## config.mk

```make
export PLATFORM = sky130hd
export DESIGN_NAME = noga_ram
export DESIGN_NICKNAME = d
export VERILOG_FILES = /design/src/rtl/noga_ram.sv
export SDC_FILE = /design/constraint.sdc
export NUM_CORES = 1
export LEC_CHECK = 0
export BUFFER_PORTS_ARGS = -buffer_cell sky130_fd_sc_hd__buf_4
export CAP_MARGIN = 10
export CORE_ASPECT_RATIO = 1.5
export CORE_MARGIN = 3
export CORE_UTILIZATION = 50
export DETAILED_ROUTE_END_ITERATION = 8
export PLACE_DENSITY = 0.67
export SLEW_MARGIN = 20
export SYNTH_ARGS = -nofsm -noshare
export SYNTH_HDL_FRONTEND = slang
export SYNTH_SLANG_ARGS = --single-unit
```

## constraint.sdc

```tcl
create_clock -name i_clk -period 4.9 [get_ports i_clk]
set_input_delay 1.225 -clock i_clk [delete_from_list [all_inputs] [get_ports i_clk]]
set_output_delay 1.225 -clock i_clk [all_outputs]
set_load 0.01 [all_outputs]
```

## src/rtl/noga_ram.sv

```systemverilog
// ----------------------------------------------------------------------------
// noga_ram
// Generic single-write, single-read RAM with registered read data.
// ----------------------------------------------------------------------------
module noga_ram #(
    parameter int WIDTH = 8,
    parameter int DEPTH = 16
) (
    input  logic                     i_clk,
    input  logic                     i_we,
    input  logic [$clog2(DEPTH)-1:0] i_waddr,
    input  logic [WIDTH-1:0]         i_wdata,
    input  logic [$clog2(DEPTH)-1:0] i_raddr,
    output logic [WIDTH-1:0]         o_rdata
);

    logic [WIDTH-1:0] r_mem [DEPTH];
    logic [WIDTH-1:0] r_rdata;

    always_ff @(posedge i_clk) begin
        if (i_we) begin
            r_mem[i_waddr] <= i_wdata;
        end
        r_rdata <= r_mem[i_raddr];
    end

    assign o_rdata = r_rdata;

endmodule

```

Word level (Yosys, flattened, before mapping)
Memories as Yosys holds them, arrays and structs flattened. A register that Yosys moved wholly into a read port is not among the register bits.
Cells that the tools add are included.
{ "word_totals": {"regBits": 0, "ramBits": 128, "elab_cells": 3, "n_memories": 1} }
{ "classes": {"mux": 2} }
{ "mem_list": {"columns": ["memory", "words", "word_bits", "rd", "rd_ports_with_merged_regs", "write_ports", "line", "rtl"], "rows": [
  ["r_mem", 16, 8, 1, 1, 1, "17", "logic [WIDTH-1:0] r_mem [DEPTH];"]
]} }
{ "ops": {"columns": ["operator", "count"], "rows": [
  ["1-bit 2-to-1 mux", 2]
]} }

Logic depth before layout (Yosys ltp)
{ "logic_depth": {"ltp_word": 2, "depth_mapped": 5, "ltp_nobuf": 3} }

Worst setup path after synthesis
Ideal clock, no wire load.
{ "synth_path": {"kind": "in2reg", "from": "input i_waddr[2]", "to": "memory r_mem[0][0] (enable)", "setup_time_ps": 383, "arrival_ps": 2335, "t_required_ps": 4517, "setup_slack_ps": 2182, "cell_stages": 2, "n_path_buf": 0, "path_cell_list": "or3b_2 -> nor3_1"} }
{ "synth_rtl": {"columns": ["item", "line", "rtl"], "rows": [
  ["from (decl)", "11", "input logic [$clog2(DEPTH)-1:0] i_waddr,"],
  ["to (decl)", "17", null]
]} }
No word-level cell before the write port.

Worst setup path after layout
{ "layout_path": {"from": "input i_waddr[2]", "to": "memory r_mem[0][1] (enable)"} }
No word-level cell before the write port.

==> summary.md <==
| Metric | Value |
|---|---|
| Status | finished, final reports clean |
| WL/cell | around 25 um |
| Clock sink count | 136 |
| Routability cong. | 0.761 |
| Synth Register Bits | about 140 |
| Final Util | ~62% |
| I/O pin count | 26 |
| Gr ovfl total | 0 |
| CTS tree | done |
| Netlist cell types | 19 |
| Nets@finish | roughly 280 |
| Reg2reg end | o_rdata[2]$_DFF_P_ |
| Drt pass-1 iters | 4 |
| RSZ-0062 raised after global routing | no |
| H-tree Lvls | 4 |
| WP data required | slightly below 5 ns |
| Min setup slack post-route | ~2.2 ns |
| CP endpoint kind | flop |
| Final Power | about 2.9 mW |
| Vias | between 2,000 and 2,500 |
| Critical path class | primary input to flop |
| Worst-Margin Slew | about 1.1 ns |
| Worst reg2reg setup slack | between 3 and 4 ns |
| Clock Tree Root | clkbuf_16 |
| Worst IR Drop VDD | between 0.2 and 0.3 mV |
| WP data arrival | ~2.7 ns |
| Max-Cap Viols | 0 |
| Peak Freq | ~370 MHz |
| Cts bufs inserted | 17 |
| Post-CTS sizing | 0 |
| Number of global-route vias before repair | between 2,000 and 3,000 |
| Final wirelength | around 9600 um |
| Crit path launch type | primary input |
| FF/Latch Area | between 4000 and 5000 um2 |
| Setup slack at placement | 1.78 ns |
| Initial antenna violation count | 0 |
| First-pass GRT wire length | 14,800 um |
| Worst-path clk slew | 0.06 ns |
| Pin count of the biggest net entering global routing | 33 |
| Drc violations | 0 |
| Core area | between 9000 and 10,000 um2 |
| Clk buf depth | 2 |
| Post-Syn Area | ~5100 um2 |
| Inst Count DP | 360 |
| DP HPWL | around 5700 um |
| Die ar. | ~12,000 um2 |
| Finish-stage setup viols | 0 |
| Die Y | between 100 and 150 um |
| Final std cells w/o fill | approximately 390 |
| Max transition margin | approximately a quarter |
| Warnings, synthesis | 0 |
| Final Max Tran Viols | 0 |
| Sequential share of the synthesized area | slightly below 80% |
| Final clock skew | 0.00514 ns |
| PwrDens | roughly 480 nW/um2 |
| Reg2Reg Launch Point | r_mem[1][2]$_DFFE_PP_ |
| Die width | 88.8 um |
| Minimum hold slack | between 0.6 and 0.7 ns |
| Hold Path Origin | r_mem[14][3]$_DFFE_PP_ |
| Tot GR Track Use | about a fifth |
| Worst Hold End | o_rdata[3]$_DFF_P_ |
| Fin Setup TNS | 0 ns |
| Design area | around 6100 um2 |
| Hold-critical path depth | 3 |
| Syn_nets | roughly 250 |
| Area of the multi-input gates | ~1100 um2 |
| Final min period | 2.70 ns |
| Fill count | 660 |
| Ant diodes | 0 |
| Synth Instances | 229 |
| Final ANT Viol Nets | 0 |
| Final period utilization | between 50% and 60% |
| Synthesis-to-finish area growth | 18.7% |
| Area post-placement | roughly 5400 um2 |
| Final hold vios | 0 |
| Crit-path max FO | 8 |
| Worst-case reg-to-reg path depth | 3 |
| Number of setup buffers added after CTS | 0 |
| Hold WC Path Type | flop to flop |
| Share of cells above drive strength 1 | 28.2% |
| Lkg Pwr | 2.06 nW |
| Rows | 44 |
| Average size of a mapped cell | ~22 um2 |
| Initial Utilization | 52.2% |
| Count of input and output buffers | 25 |
| Clock Latency Late Sink | approximately 0.41 ns |
| Vias per inst | slightly above 6 |
| Hold_buf cts | 0 |
| DRT iter0 DRCs | 211 |
-- worst max-delay path by stage --
stage               start                     to  depth (start not counted)
2_1_floorplan  i_waddr[2]  r_mem[0][0]$_DFFE_PP_                          2
3_3_place_gp   i_waddr[2]  r_mem[0][5]$_DFFE_PP_                          3
3_5_place_dp   i_waddr[2]  r_mem[0][5]$_DFFE_PP_                          3
4_1_cts        i_waddr[2]  r_mem[0][1]$_DFFE_PP_                          3
5_1_grt        i_waddr[2]  r_mem[0][1]$_DFFE_PP_                          3
6_report       i_waddr[2]  r_mem[0][1]$_DFFE_PP_                          3
-- cells by family after synthesis --
group                  synth area share, %
AND/OR/NAND/NOR                       3.18
multiplexers                          15.0
AO/OA/AOI/OAI                         2.33
flip-flops                            77.8
buffers and inverters                 1.68
-- synth_stat cells --
cell	instances	area, um2
a22oi_1	16	120
and2_1	1	6.26
buf_4	1	7.51
nand3b_1	2	15.0
nand2_1	9	33.8
and2b_1	1	7.51
clkdlybuf4s25_2	3	30.0
buf_2	3	15.0
edfxtp_1	128	3840
or3b_2	1	8.76
nor2_1	13	48.8
dfxtp_1	8	160
mux4_2	18	405
nor3_1	4	20.0
nand3_1	1	5.00
buf_6	3	33.8
nor2b_1	1	6.26
mux4_1	14	368
nand2b_1	2	12.5
-- cell usage in the layout (no fill, tap or decap), types with 7 or more instances in the layout --
master     synthesis  routed
edfxtp_1         128     128
buf_4              1      26
mux4_2            18      18
clkbuf_16          0      17
a22oi_1           16      16
mux4_1            14      14
nor2_1            13      13
nand2_1            9       9
dfxtp_1            8       8
bufinv_16          0       7
-- state kept, by name, summed over array words and instances (netlist names) --
register / count
r_mem: 128
o_rdata: 8
-- power by group --
part | leakage, nW | internal, mW | total, mW | switching, mW
combinational | 0.498 | 0.0543 | 0.124 | 0.0702
clock | 0.340 | 1.03 | 1.49 | 0.457
sequential | 1.22 | 1.30 | 1.31 | 0.00651
-- layer usage --
layer,wire (um),up-vias,part of all wire [%],global-route usage (%)
li1,-,1043,-,-
met1,3900,1247,40,23.9
met2,5060,94,52,30.0
met3,470,21,4.9,5.81
met4,212,0,2.2,8.72
met5,0,-,0,0
-- critical path, stage by stage --
cell	delay, ns
buf_4	0.12
or3b_2	0.51
nor3_1	0.87
-- final cells by class --
type	count	area share [%]
Sequential cell	136	65.5
Multi-Input combinational cell	83	17.5
Clock buffer	20	7.47
Clock inverter	12	4.01
Timing Repair Buffer	26	3.19
Tap cell	115	2.35
(Power assumes the default switching activity.)
